==> src/rtl/core/trapezoidal_setpoint_profiler_macros.svh <==
// Assertion macros for the trapezoidal setpoint profiler.
// Used by the top level only; expects clk and arst_n in scope.
`ifndef TRAPEZOIDAL_SETPOINT_PROFILER_MACROS_SVH
`define TRAPEZOIDAL_SETPOINT_PROFILER_MACROS_SVH

// Same-cycle implication, disabled during reset
`define TSP_ASSERT_IMPL(label, ante, cons) \
	label: assert property (@(posedge clk) disable iff (!arst_n) (ante) |-> (cons)) \
	else $error("tsp assertion failed");

// Next-cycle implication, disabled during reset
`define TSP_ASSERT_NEXT(label, ante, cons) \
	label: assert property (@(posedge clk) disable iff (!arst_n) (ante) |=> (cons)) \
	else $error("tsp assertion failed");

`endif

==> src/rtl/core/tsp_pkg.sv <==
// Shared constants, widths and command structs of the setpoint profiler.
// No dependencies; imported by every module of the block.
`timescale 1ns / 1ps
package tsp_pkg;

	localparam int FRAC_BITS = 16;
	localparam int POS_W     = 32;
	localparam int TIME_W    = 32;
	localparam int STEP_W    = 20;
	localparam int LIM_W     = 31;
	localparam int DIST_W    = POS_W + 1;
	localparam int NUM_W     = 65;
	localparam int REM_W     = 35;
	localparam int ACC_W     = 96;
	localparam int OPD_W     = 33;

	// Retarget threshold of 0.01 in LSBs
	localparam logic [DIST_W-1:0] RETARGET_THR = DIST_W'(((64'd1 << FRAC_BITS) + 64'd50) / 64'd100);

	// Register reset values and the limits derived from them
	localparam logic [STEP_W-1:0] RST_STEP = 20'd3277;
	localparam logic [LIM_W-1:0]  RST_VEL  = 31'd131072;
	localparam logic [LIM_W-1:0]  RST_ACC  = 31'd32768;
	localparam logic [63:0] RST_AET64 = ({33'd0, RST_VEL} << FRAC_BITS) / {33'd0, RST_ACC};
	localparam logic [63:0] RST_AD64  = ({33'd0, RST_VEL} * {33'd0, RST_VEL}) /
		({33'd0, RST_ACC} << 1);
	localparam logic [TIME_W-1:0] RST_AET = RST_AET64[TIME_W-1:0];
	localparam logic [POS_W-1:0]  RST_AD  = RST_AD64[POS_W-1:0];

	// Register indexes
	localparam logic [1:0] CFG_STEP_TIME = 2'd0;
	localparam logic [1:0] CFG_MAX_VEL   = 2'd1;
	localparam logic [1:0] CFG_MAX_ACC   = 2'd2;

	// Iteration counts of the shared divide / root unit
	localparam logic [6:0] DIV_STEPS  = 7'd65;
	localparam logic [6:0] SQRT_STEPS = 7'd32;

	typedef struct packed {
		logic start;
		logic sqrt;
	} iter_cmd_t;

	typedef struct packed {
		logic en;
		logic acc;
		logic hi;
	} mac_cmd_t;

endpackage

==> src/rtl/core/tsp_mac.sv <==
// Shared multiply-accumulate unit: one 33x33 product a cycle into a 96-bit sum.
// Depends on tsp_pkg.
`timescale 1ns / 1ps
module tsp_mac import tsp_pkg::*; (
	input  logic             clk,
	input  mac_cmd_t         cmd,
	input  logic [OPD_W-1:0] opa,
	input  logic [OPD_W-1:0] opb,
	output logic [ACC_W-1:0] acc
);

	logic [2*OPD_W-1:0] prod;
	logic [ACC_W-1:0]   addend;
	logic [ACC_W-1:0]   base;
	logic [ACC_W-1:0]   acc_q;

	// Place the product in the low or upper word
	always_comb begin
		prod   = opa * opb;
		addend = cmd.hi ? {prod[63:0], 32'd0} : {30'd0, prod};
		base   = cmd.acc ? acc_q : '0;
	end

	// Load or accumulate
	always_ff @(posedge clk) begin
		if (cmd.en) begin
			acc_q <= base + addend;
		end
	end

	assign acc = acc_q;

endmodule

==> config.mk <==
export PLATFORM = sky130hd
export DESIGN_NAME = tsp_mac
export DESIGN_NICKNAME = d
export VERILOG_FILES = /design/src/rtl/core/trapezoidal_setpoint_profiler_macros.svh /design/src/rtl/core/tsp_pkg.sv /design/src/rtl/core/tsp_mac.sv
export SDC_FILE = /design/constraint.sdc
export NUM_CORES = 2
export LEC_CHECK = 0
export BUFFER_PORTS_ARGS = -buffer_cell sky130_fd_sc_hd__buf_2
export CAP_MARGIN = 20
export CORE_MARGIN = 2
export CORE_UTILIZATION = 50
export CTS_CLUSTER_DIAMETER = 80
export CTS_CLUSTER_SIZE = 16
export DETAILED_ROUTE_END_ITERATION = 8
export PLACE_DENSITY = 0.65
export SLEW_MARGIN = 20
export SYNTH_ARGS = -nofsm -noshare
export SYNTH_HDL_FRONTEND = slang
export SYNTH_SLANG_ARGS = --single-unit
==> constraint.sdc <==
create_clock -name clk -period 35.8 [get_ports clk]
set_clock_uncertainty 0.1 [all_clocks]
set_input_delay 5.37 -clock clk [delete_from_list [all_inputs] [get_ports clk]]
set_output_delay 5.37 -clock clk [all_outputs]
set_load 0.03 [all_outputs]
==> qor.yml <==
global_route:
  antenna_found_initial: 5
  grtUsageMet2: 0.458
  grt_max_degree: 65
  met1_usage: 0.401
  top_usage_layer: "met2"
  grt_pass1_vias: 37300
  grt_pass1_wl_mm: 207
  grt_util_met3: 0.0354
  grt.overflow.total: 0
  grt_use_total: 0.280
route:
  drt_first_pass_iters: 5
  vias: 34600
  wl_per_cell_um: 19.8
  ant_nets: 0
  drt-initial-drc-count: 2401
  wirelength_mm: 125
  drc: 0
  avgViaCountPerCell: 5.50
clock_network:
  clk_latency_ps: 370
  numCtsBuffers: 9
  ctsResizeCount: 0
  htree_levels: 3
  clock_sinks: 96
  cts_buffer_depth: 2
  cts_setup_buffers: 0
  postCtsHoldBufs: 0
  cts_root_buf: "clkbuf_16"
  cts_tree: "done"
  path_clk_slew_ps: 70
critical_path:
  setup.worst_path.start_class: "input pin"
  critPathMostFrequentCell: "fa_1"
  crit_fanout: 34
  critPathMaxStageDelay_ps: 600
  cp_slowest_cell: "o41ai_1"
  crit_required_ps: 35820
  arrival_ps: 16480
  crit_path_end_kind: "flop"
  crit_type: "in2reg"
  r2r_cells: 14
final_layout:
  n_fill_cell: 8553
  fin_nets: 6498
  design_area_um2: 47000
  largest_reg_flops: 96
  layout_commonest_cell: "inv_1"
  final_cell_mix: "inv_1, fa_1, nand2_1"
  area_growth_pct: 3.58
  finalNonFillerCells: 6291
  drive_above_1_share: 0.0438
hold_path:
  holdPathStages: 2
  hold_path.class: "reg2reg"
floorplanning:
  io_pins: 166
  die_area_um2: 93100
  die_x_um: 305
  die_y_um: 305
  core_um2: 90000
  row_count: 110
  start_util: 0.504
sta:
  hold_viol: 0
  final.setup.tns_ps: 0
  rsz0062_at_grt: "false"
  post-route-min-period_ps: 16460
  timing.hold.ws_ps: 743
  max_slew.worst_pin.slew_ps: 922
  period_share: 0.460
  max-slew-margin-rel: 0.385
  setup_violations: 0
  timing.fmax_mhz: 60.8
  maxSlewViolCount: 0
place:
  placed_area_um2: 46600
  dp.cells: 6274
  port_buffers: 165
  post-dp-hpwl_mm: 104
  finalWeightedCongestion: 0.935
yosys:
  syn_avg_cell_area_um2: 8.71
  postSynthCellCount: 5206
  ys_warn_count: 0
  ys_ff_latch: 96
  ys.flop_type: "edfxtp_1"
  ys_seq_area_frac: 0.0636
  synth_fp_nets: 6595
  yosysUniqueCellTypes: 75
  synth-edff-count: 96
  synth-async-reset-ratio: 0
  netlist_area_um2: 45400
status:
  status: "finished, final reports clean"
job:
  max-cap-violations: 0
==> worst max-delay path, delay by kind of cell <==
kind / cells / cell delay [ps]
buffers and inverters: 7 / 730
XOR/XNOR: 2 / 270
AO/OA/AOI/OAI: 14 / 3610
adder cells (fa/ha/maj): 10 / 5020
multiplexers: 1 / 330
AND/OR/NAND/NOR: 4 / 1150
==> metal layers <==
metal  vias up  share of wire
li1      15600              -
met1     17600           0.45
met2      1196           0.47
met3       160          0.068
met4         2          0.022
met5         -        0.00010
==> area by class of cell <==
class,instances,area [µm²],area share
multi-input combinational,3764,37400,0.796
timing repair buffer,172,881,0.0187
inverter,1066,4000,0.0852
clock buffer,9,225,0.00479
antenna,1,2.50,0.0000533
tap,1176,1470,0.0313
clock inverter,7,110,0.00234
sequential,96,2880,0.0614
==> stage by stage <==
| stage | worst slack (ps) | utilization |
|---|---|---|
| 5_1_grt | 18830 | 0.522 |
| 4_1_cts | 19380 | 0.522 |
| 3_5_place_dp | 19030 | 0.518 |
| 6_report | 19340 | 0.522 |
| 3_3_place_gp | 19100 | 0.518 |
| 2_1_floorplan | 20870 | - |
==> cell usage after synthesis (21+ instances only) <==
cell | instances | area, µm²
inv_1 | 1065 | 4000
fa_1 | 959 | 19200
nand2_1 | 709 | 2660
and2_1 | 686 | 4290
ha_1 | 360 | 4500
clkbuf_1 | 268 | 1010
a21oi_1 | 188 | 941
nor2_1 | 110 | 413
o21ai_0 | 107 | 536
xnor2_1 | 97 | 850
edfxtp_1 | 96 | 2880
a21o_1 | 83 | 623
xor2_1 | 56 | 490
nand4_1 | 51 | 319
o21bai_1 | 38 | 285
nand3_1 | 32 | 160
nor3_1 | 30 | 150
and3_1 | 21 | 131
==> cell families after synthesis <==
kind of cell,Yosys count,share of synthesized area
xor gates and xnor gates,153,0.0295
muxes,16,0.00389
AOI/OAI and AO/OA,565,0.0792
buffers and inverters,1346,0.112
adders and majority gates,1319,0.523
and+or+nand+nor,1711,0.190
DFF,96,0.0636
==> path summary, 6_finish.rpt <==
check | startpoint | to | slack [ps]
worst max-delay path | opb[0] | acc[92] | 19340
worst min-delay path | acc[0] | acc[0] | 740
worst max register to register | acc[1] | acc[89] | 31040
worst min register to register | acc[0] | acc[0] | 740
Power is left out: the tool's default activity adds up to more than one toggle a clock period on the data nets, which glitch-free logic cannot reach.
