## src/rtl/core/trapezoidal_setpoint_profiler_macros.svh

```systemverilog
// Assertion macros for the trapezoidal setpoint profiler.
// Used by the top level only; expects clk and arst_n in scope.
`ifndef TRAPEZOIDAL_SETPOINT_PROFILER_MACROS_SVH
`define TRAPEZOIDAL_SETPOINT_PROFILER_MACROS_SVH

// Same-cycle implication, disabled during reset
`define TSP_ASSERT_IMPL(label, ante, cons) \
	label: assert property (@(posedge clk) disable iff (!arst_n) (ante) |-> (cons)) \
	else $error("tsp assertion failed");

// Next-cycle implication, disabled during reset
`define TSP_ASSERT_NEXT(label, ante, cons) \
	label: assert property (@(posedge clk) disable iff (!arst_n) (ante) |=> (cons)) \
	else $error("tsp assertion failed");

`endif

```

## src/rtl/core/tsp_pkg.sv

```systemverilog
// Shared constants, widths and command structs of the setpoint profiler.
// No dependencies; imported by every module of the block.
`timescale 1ns / 1ps
package tsp_pkg;

	localparam int FRAC_BITS = 16;
	localparam int POS_W     = 32;
	localparam int TIME_W    = 32;
	localparam int STEP_W    = 20;
	localparam int LIM_W     = 31;
	localparam int DIST_W    = POS_W + 1;
	localparam int NUM_W     = 65;
	localparam int REM_W     = 35;
	localparam int ACC_W     = 96;
	localparam int OPD_W     = 33;

	// Retarget threshold of 0.01 in LSBs
	localparam logic [DIST_W-1:0] RETARGET_THR = DIST_W'(((64'd1 << FRAC_BITS) + 64'd50) / 64'd100);

	// Register reset values and the limits derived from them
	localparam logic [STEP_W-1:0] RST_STEP = 20'd3277;
	localparam logic [LIM_W-1:0]  RST_VEL  = 31'd131072;
	localparam logic [LIM_W-1:0]  RST_ACC  = 31'd32768;
	localparam logic [63:0] RST_AET64 = ({33'd0, RST_VEL} << FRAC_BITS) / {33'd0, RST_ACC};
	localparam logic [63:0] RST_AD64  = ({33'd0, RST_VEL} * {33'd0, RST_VEL}) /
		({33'd0, RST_ACC} << 1);
	localparam logic [TIME_W-1:0] RST_AET = RST_AET64[TIME_W-1:0];
	localparam logic [POS_W-1:0]  RST_AD  = RST_AD64[POS_W-1:0];

	// Register indexes
	localparam logic [1:0] CFG_STEP_TIME = 2'd0;
	localparam logic [1:0] CFG_MAX_VEL   = 2'd1;
	localparam logic [1:0] CFG_MAX_ACC   = 2'd2;

	// Iteration counts of the shared divide / root unit
	localparam logic [6:0] DIV_STEPS  = 7'd65;
	localparam logic [6:0] SQRT_STEPS = 7'd32;

	typedef struct packed {
		logic start;
		logic sqrt;
	} iter_cmd_t;

	typedef struct packed {
		logic en;
		logic acc;
		logic hi;
	} mac_cmd_t;

endpackage

```

## src/rtl/core/tsp_iter.sv

```systemverilog
// Shared bit-serial divide / square-root unit: one quotient or root bit a cycle.
// Depends on tsp_pkg.
`timescale 1ns / 1ps
module tsp_iter import tsp_pkg::*; (
	input  logic             clk,
	input  logic             arst_n,
	input  iter_cmd_t        cmd,
	input  logic [NUM_W-1:0] num,
	input  logic [31:0]      den,
	output logic             done,
	output logic [NUM_W-1:0] quo
);

	logic             busy_q;
	logic             mode_q;
	logic             done_q;
	logic [6:0]       cnt_q;
	logic [NUM_W-1:0] src_q;
	logic [NUM_W-1:0] quo_q;
	logic [REM_W-1:0] rem_q;
	logic [31:0]      den_q;
	logic [REM_W-1:0] rem_sh;
	logic [REM_W-1:0] trial;
	logic [REM_W-1:0] rem_dif;
	logic             ge;

	// Bring in the next digit and trial-subtract
	always_comb begin
		if (mode_q) begin
			rem_sh = {rem_q[REM_W-3:0], src_q[NUM_W-1:NUM_W-2]};
			trial  = {quo_q[REM_W-3:0], 2'b01};
		end else begin
			rem_sh = {rem_q[REM_W-2:0], src_q[NUM_W-1]};
			trial  = {3'b000, den_q};
		end
		ge      = rem_sh >= trial;
		rem_dif = rem_sh - trial;
	end

	// Control: run for a fixed count, pulse done at the end
	always_ff @(posedge clk or negedge arst_n) begin
		if (!arst_n) begin
			busy_q <= 1'b0;
			mode_q <= 1'b0;
			done_q <= 1'b0;
			cnt_q  <= '0;
		end else if (cmd.start) begin
			busy_q <= 1'b1;
			mode_q <= cmd.sqrt;
			done_q <= 1'b0;
			cnt_q  <= cmd.sqrt ? SQRT_STEPS : DIV_STEPS;
		end else if (busy_q) begin
			cnt_q <= cnt_q - 7'd1;
			if (cnt_q == 7'd1) begin
				busy_q <= 1'b0;
				done_q <= 1'b1;
			end
		end else begin
			done_q <= 1'b0;
		end
	end

	// Datapath: shift source, update remainder and result
	always_ff @(posedge clk) begin
		if (cmd.start) begin
			src_q <= cmd.sqrt ? {num[NUM_W-2:0], 1'b0} : num;
			rem_q <= '0;
			quo_q <= '0;
			den_q <= den;
		end else if (busy_q) begin
			rem_q <= ge ? rem_dif : rem_sh;
			quo_q <= {quo_q[NUM_W-2:0], ge};
			src_q <= mode_q ? {src_q[NUM_W-3:0], 2'b00} : {src_q[NUM_W-2:0], 1'b0};
		end
	end

	assign done = done_q;
	assign quo  = quo_q;

endmodule

```

## config.mk

```make
export PLATFORM = sky130hd
export DESIGN_NAME = tsp_iter
export DESIGN_NICKNAME = d
export VERILOG_FILES = /design/src/rtl/core/trapezoidal_setpoint_profiler_macros.svh /design/src/rtl/core/tsp_pkg.sv /design/src/rtl/core/tsp_iter.sv
export SDC_FILE = /design/constraint.sdc
export NUM_CORES = 1
export LEC_CHECK = 0
export BUFFER_PORTS_ARGS = -buffer_cell sky130_fd_sc_hd__clkbuf_2
export CORE_MARGIN = 3
export CORE_UTILIZATION = 50
export DETAILED_ROUTE_END_ITERATION = 16
export PLACE_DENSITY = 0.81
export SYNTH_ARGS = -nofsm -noshare
export SYNTH_HDL_FRONTEND = slang
export SYNTH_SLANG_ARGS = --single-unit
```

## constraint.sdc

```tcl
create_clock -name clk -period 4.5 [get_ports clk]
set_input_delay 0.675 -clock clk [delete_from_list [all_inputs] [get_ports clk]]
set_output_delay 0.675 -clock clk [all_outputs]
set_load 0.01 [all_outputs]
```

==> flow_summary_export.csv, run 1 <==
group,metric,value,unit
sta,rsz0062_at_grt,"false",
power,ir_worst_vdd,0.321,mV
floorplanning,die_h,157,µm
sta,setup_viol,0,
synth,synth_edf_count,97,
critical_path,worst-setup-path-type,"register to register",
place,dpl-instance-area,12400,µm²
clock_network,cts_buffer_depth,3,
floorplanning,core.rowCount,54,
critical_path,cp_slowest_stage_delay,0.76,ns
sta,skew,0.0128,ns
critical_path,critPathTopFamily,"compound AO/OA/AOI/OAI gates",
synth,ys_ff_latch,206,
critical_path,cp.arrival,4.57,ns
critical_path,critPathMaxFanout,38,
sta,worst_pin_slew,1.20,ns
power,p_per_area,583,nW/µm²
floorplanning,coreArea,22200,µm²
floorplanning,start_util,51.6,%
place,hpwlAfterDp,20.9,mm
place,gp_congestion,0.958,
synth,synthesis.nets,1307,
clock_network,clock-root-buffer,"clkbuf_16",
synth,yosysTopAreaCellShare,25.5,%
finish,areaGrowthSynthToFinish,14.6,%
finish,drive_gt1_share,20.4,%
finish,final_util,59.1,%
critical_path,crit_top_cell,"a21oi_2",
synth,ys_dominant_reg_cell,"dfxtp_1",
floorplanning,io_pins,167,
global_routing,grt_pass1_vias,9279,
sta,fin_crit_sh,92.6,%
global_routing,antenna_found_initial,0,
global_routing,track_usage,23.7,%
clock_network,cts-htree-levels,1,
clock_network,cts_tree,"done",
global_routing,grt_start_max_net_pins,63,
clock_network,cts.hold.buffers_added,0,
global_routing,grt_pass1_wl,48.2,mm
drt,drt_iter0_drc,1093,
finish,finalInstanceArea,13100,µm²
sta,tns,0,ns
global_routing,gr-total-overflow,0,
synth,ys_async_sr_fraction,4.85,%
synth,synthCells,1168,
clock_network,clkLatencyLatePin,0.51,ns
synth,yosys_warnings,0,
finish,regArea,5150,µm²
place,dpl.cell_count,1549,
place,place_ws,0.410,ns
drt,drc,0,
sta,clock.fmax,240,MHz
clock_network,clkTransAtPathRegs,0.06,ns
drt,viasPerCell,6.12,
outcome,outcome,"finished clean",
power,p_leak,6.07,nW
synth,avgSynthCellArea,9.78,µm²
drt,vias,9725,
floorplanning,die_w,157,µm
drt,routed_wl,30.2,mm
finish,fillers,1894,
synth,synth_top_area_cell,"edfxtp_1",
critical_path,start_kind,"register",
drt,avgRoutedWirePerCell,19.0,µm
clock_network,cts_sinks,206,
finish,layoutNonFillerInstCount,1590,
drt,firstDrtPassIters,5,
worst_hold_path,hp-class,"input port to async pin",
sta,drv_slew,0,
clock_network,cts_post_setup_buffers_inserted,0,
job,maxCapViolCount,0,
critical_path,path_cells,"mux2_2 > ha_1 > a21oi_2 > o21ai_0 > a221o_1 > o311ai_4 > a21oi_2 > nor2_4 > buf_4 > nand2_1 > a311oi_1",
critical_path,endpoint_kind,"register",
sta,relSlewSlack,19.8,%
floorplanning,dieArea,24700,µm²
critical_path,path_buf_inv,1,
synth,ys_types,70,
critical_path,cp_slowest_cell,"dfrtp_4",
finish,multi_input_area,5890,µm²
drt,ant_nets,0,
finish,nNetsFinal,1432,
synth,syn_area,11400,µm²
synth,synthTopCellsByArea,"edfxtp_1 (25%), dfxtp_1 (17%), mux2i_1 (9.1%)",
sta,layout_setup_ws,0.332,ns
sta,min_period,4.17,ns
synth,synth_common_cells,"nand2_1 (148), nor2_1 (121), a22oi_1 (118)",
synth,synthMostInstantiatedCell,"nand2_1",
synth,ys_seq_area_share,45.0,%
sta,hold_viol,0,
clock_network,cts_buffers,22,
critical_path,cp.required,4.90,ns
place,io_buffer_count,166,
timing repair:
action,in CTS,in global routing
setup endpoints to repair,0,1
endpoints found under the hold margin,0,0
resized for setup,0,0
metal layers:
metal | share of wire (%) | routed length (µm) | up-vias | GRT usage (%)
met5 | 0 | 0 | - | 0
met4 | 3.4 | 1040 | 0 | 8.10
met3 | 8.1 | 2450 | 71 | 4.26
met2 | 45 | 13600 | 463 | 36.9
met1 | 43 | 13100 | 4589 | 33.4
li1 | - | - | 4602 | -
area by class of cell:
class	instances	area share (%)
repair buffers	183	7.43
flip-flops and latches	206	39.4
well taps	280	2.68
clock buffers	30	4.67
diodes	1	0.0191
multi-input cells	864	45.0
clock inverters	10	0.382
inverters	16	0.459
metrics by stage:
stage / total power (W) / hold slack [ns]
floorplan: 0.00516 / 0.379
global placement: 0.00588 / 0.457
detailed placement: 0.00590 / 0.461
CTS: 0.00760 / 0.0263
global route: 0.00811 / 0.0297
finish: 0.00764 / 0.0292
power breakdown:
group	internal, W	total, W	switching, W
logic	0.00138	0.00337	0.00200
registers	0.00232	0.00258	0.000264
clock network	0.000953	0.00168	0.000730
total	0.00465	0.00764	0.00299
flip-flops by register name, indices dropped and copies added, names as in the netlist:
name	count
quo	65
src_q	65
rem_q	34
den_q	32
cnt_q	7
busy_q	1
done	1
mode_q	1
cells by family after synthesis:
group                      count (synthesis)  synth area share (%)
buffers and inverters                     98                  3.63
adders and majority gates                 38                  4.23
DFF                                      206                  45.0
muxes                                    139                  12.6
AOI/OAI and AO/OA                        287                  18.0
and+or+nand+nor                          372                  14.4
xor gates and xnor gates                  28                  2.15
cell usage in the layout (no fill, tap or decap), types with 15 or more instances in the layout:
| cell | instances |
|---|---|
| xnor2_1 | 17 |
| dfxtp_1 | 99 |
| a22oi_1 | 118 |
| nor3_1 | 15 |
| clkbuf_2 | 165 |
| inv_1 | 15 |
| edfxtp_1 | 97 |
| mux2i_1 | 104 |
| clkbuf_16 | 23 |
| o21ai_0 | 22 |
| nand3_1 | 29 |
| nand2_1 | 148 |
| nor2_1 | 120 |
| a21oi_1 | 48 |
| ha_1 | 37 |
| mux2_2 | 35 |
| buf_4 | 17 |
worst paths after layout:
path / startpoint / cells past startpoint / endpoint / slack (ns)
setup / recovery: mode_q / 11 / rem_q[11] / 0.33
hold / removal: arst_n / 1 / done / 0.03
setup reg to reg: mode_q / 11 / rem_q[11] / 0.33
hold reg to reg: rem_q[33] / 2 / rem_q[33] / 0.48
max in group asynchronous: arst_n / 1 / busy_q / 4.23
min in group clk: den[18] / 1 / den_q[18] / 0.34
Note: power is estimated with default switching activity, not from simulation.
==> run 2: changes to the inputs <==
Settings changed: CTS_BUF_LIST set to sky130_fd_sc_hd__clkbuf_2 sky130_fd_sc_hd__clkbuf_4 sky130_fd_sc_hd__clkbuf_8.
==> run 2 against run 1 <==
- die area is the same
- final cell count grew 1.6%
- sequential share of layout area shrank 0.43 points
- design area grew 1.1%
- first-iteration DRC count shrank 12%
==> flow_summary_export.csv, run 2 (synthesized netlist as in run 1, its figures left out) <==
group,metric,value,unit
drt,ant_nets,0,
job,maxCapViolCount,0,
finish,drive_gt1_share,22.4,%
sta,tns,0,ns
sta,worst_pin_slew,1.22,ns
drt,routed_wl,30.6,mm
drt,avgRoutedWirePerCell,18.9,µm
global_routing,grt_pass1_wl,48.8,mm
floorplanning,die_w,157,µm
global_routing,antenna_found_initial,0,
drt,drt_iter0_drc,958,
place,hpwlAfterDp,20.9,mm
floorplanning,die_h,157,µm
place,io_buffer_count,166,
finish,final_util,59.7,%
finish,regArea,5150,µm²
clock_network,clock-root-buffer,"clkbuf_8",
finish,nNetsFinal,1446,
finish,diodes,0,
clock_network,cts-htree-levels,2,
drt,viasPerCell,6.07,
critical_path,rr_startpoint,"mode_q",
global_routing,gr-total-overflow,0,
sta,setup_viol,0,
critical_path,worst-setup-path-type,"register to register",
clock_network,clkLatencyLatePin,0.54,ns
drt,vias,9806,
critical_path,start_kind,"register",
critical_path,cp.required,4.93,ns
critical_path,crit_top_cell,"a21oi_2",
critical_path,path_cells,"mux2_2 > ha_1 > a21oi_2 > o21ai_0 > a221o_1 > o311ai_4 > a21oi_2 > nor2_4 > buf_4 > nand2_1 > a311oi_1",
finish,multi_input_area,5890,µm²
drt,drc,0,
sta,hold_viol,0,
clock_network,cts.hold.buffers_added,0,
sta,drv_slew,0,
finish,final_common_cell,"clkbuf_2",
floorplanning,dieArea,24700,µm²
place,gp_congestion,0.958,
floorplanning,coreArea,22200,µm²
finish,areaGrowthSynthToFinish,15.8,%
critical_path,cp_slowest_stage_delay,0.77,ns
clock_network,cts_buffer_depth,3,
critical_path,critPathMaxFanout,38,
clock_network,cts_sinks,206,
clock_network,cts_post_setup_buffers_inserted,0,
sta,clock.fmax,240,MHz
finish,final_cell_mix,"clkbuf_2 (165), nand2_1 (148), nor2_1 (120), a22oi_1 (118), mux2i_1 (104)",
sta,skew,0.0222,ns
sta,rsz0062_at_grt,"false",
global_routing,grt_pass1_vias,9503,
drt,firstDrtPassIters,6,
power,ir_worst_vdd,0.339,mV
sta,fin_crit_sh,92.7,%
clock_network,cts_tree,"done",
floorplanning,io_pins,167,
sta,layout_setup_ws,0.330,ns
global_routing,grt_start_max_net_pins,63,
clock_network,cts_buffers,36,
clock_network,clkTransAtPathRegs,0.06,ns
floorplanning,start_util,51.6,%
finish,fillers,1907,
worst_hold_path,hp-class,"input port to async pin",
sta,min_period,4.17,ns
critical_path,endpoint_kind,"register",
critical_path,cp.arrival,4.60,ns
critical_path,cp_slowest_cell,"dfrtp_4",
power,p_leak,6.16,nW
critical_path,r2r_cells,11,
critical_path,r2r_slack,0.33,ns
floorplanning,core.rowCount,54,
critical_path,r2r-end,"rem_q[11]",
power,p_per_area,597,nW/µm²
outcome,outcome,"finished clean",
sta,relSlewSlack,18.4,%
place,place_ws,0.410,ns
global_routing,track_usage,24.1,%
clock_network,cts-resized-gates,0,
[run 2: report_power, final]
part / total, W / switching, W / internal, W / leakage [nW]
Sequential: 0.00259 / 0.000267 / 0.00232 / 1.96
Combinational: 0.00338 / 0.00200 / 0.00137 / 3.78
Clock: 0.00194 / 0.000805 / 0.00113 / 0.423
Total: 0.00790 / 0.00307 / 0.00483 / 6.16
[run 2: routing by layer]
metal	track usage [%]	wire length, µm	vias up
met5	0	0	-
met4	10.4	1270	0
met3	5.86	2610	100
met2	36.1	13400	447
met1	33.4	13300	4631
li1	-	-	4628
[run 2: critical path: cells and delay by family, from the launching register on]
kind | cells | cell delay, ns
AND/OR/NAND/NOR | 2 | 0.65
AO/OA/AOI/OAI | 6 | 1.54
multiplexers | 1 | 0.41
adder cells (fa/ha/maj) | 1 | 0.40
flip-flops | 1 | 0.77
buffers and inverters | 1 | 0.27
[run 2: layout make-up]
cell class,count,share of cell area [%]
timing repair buffer,183,7.35
multi-input combinational,864,44.5
inverter,16,0.454
sequential,206,38.9
clock inverter,17,1.45
clock buffer,49,4.67
tap,280,2.65
[run 2: worst max path at each step]
stage	slack, ns	from	to
2_1_floorplan	0.46	mode_q	rem_q[26]
3_3_place_gp	0.49	mode_q	rem_q[10]
3_5_place_dp	0.41	mode_q	rem_q[10]
4_1_cts	0.37	mode_q	rem_q[11]
5_1_grt	0.01	mode_q	rem_q[6]
6_report	0.33	mode_q	rem_q[11]
[run 2: per-stage QoR]
stage / cell area [µm²] / std cells / total power (W) / hold WS, ns
finish: 13200 / 1615 / 0.00790 / 0.0141
global route: 13200 / 1615 / 0.00840 / 0.00637
CTS: 13200 / 1615 / 0.00787 / 0.00129
detailed placement: 12400 / 1549 / 0.00590 / 0.461
global placement: 12400 / 1549 / 0.00588 / 0.457
floorplan: 11400 / 1168 / 0.00516 / 0.379
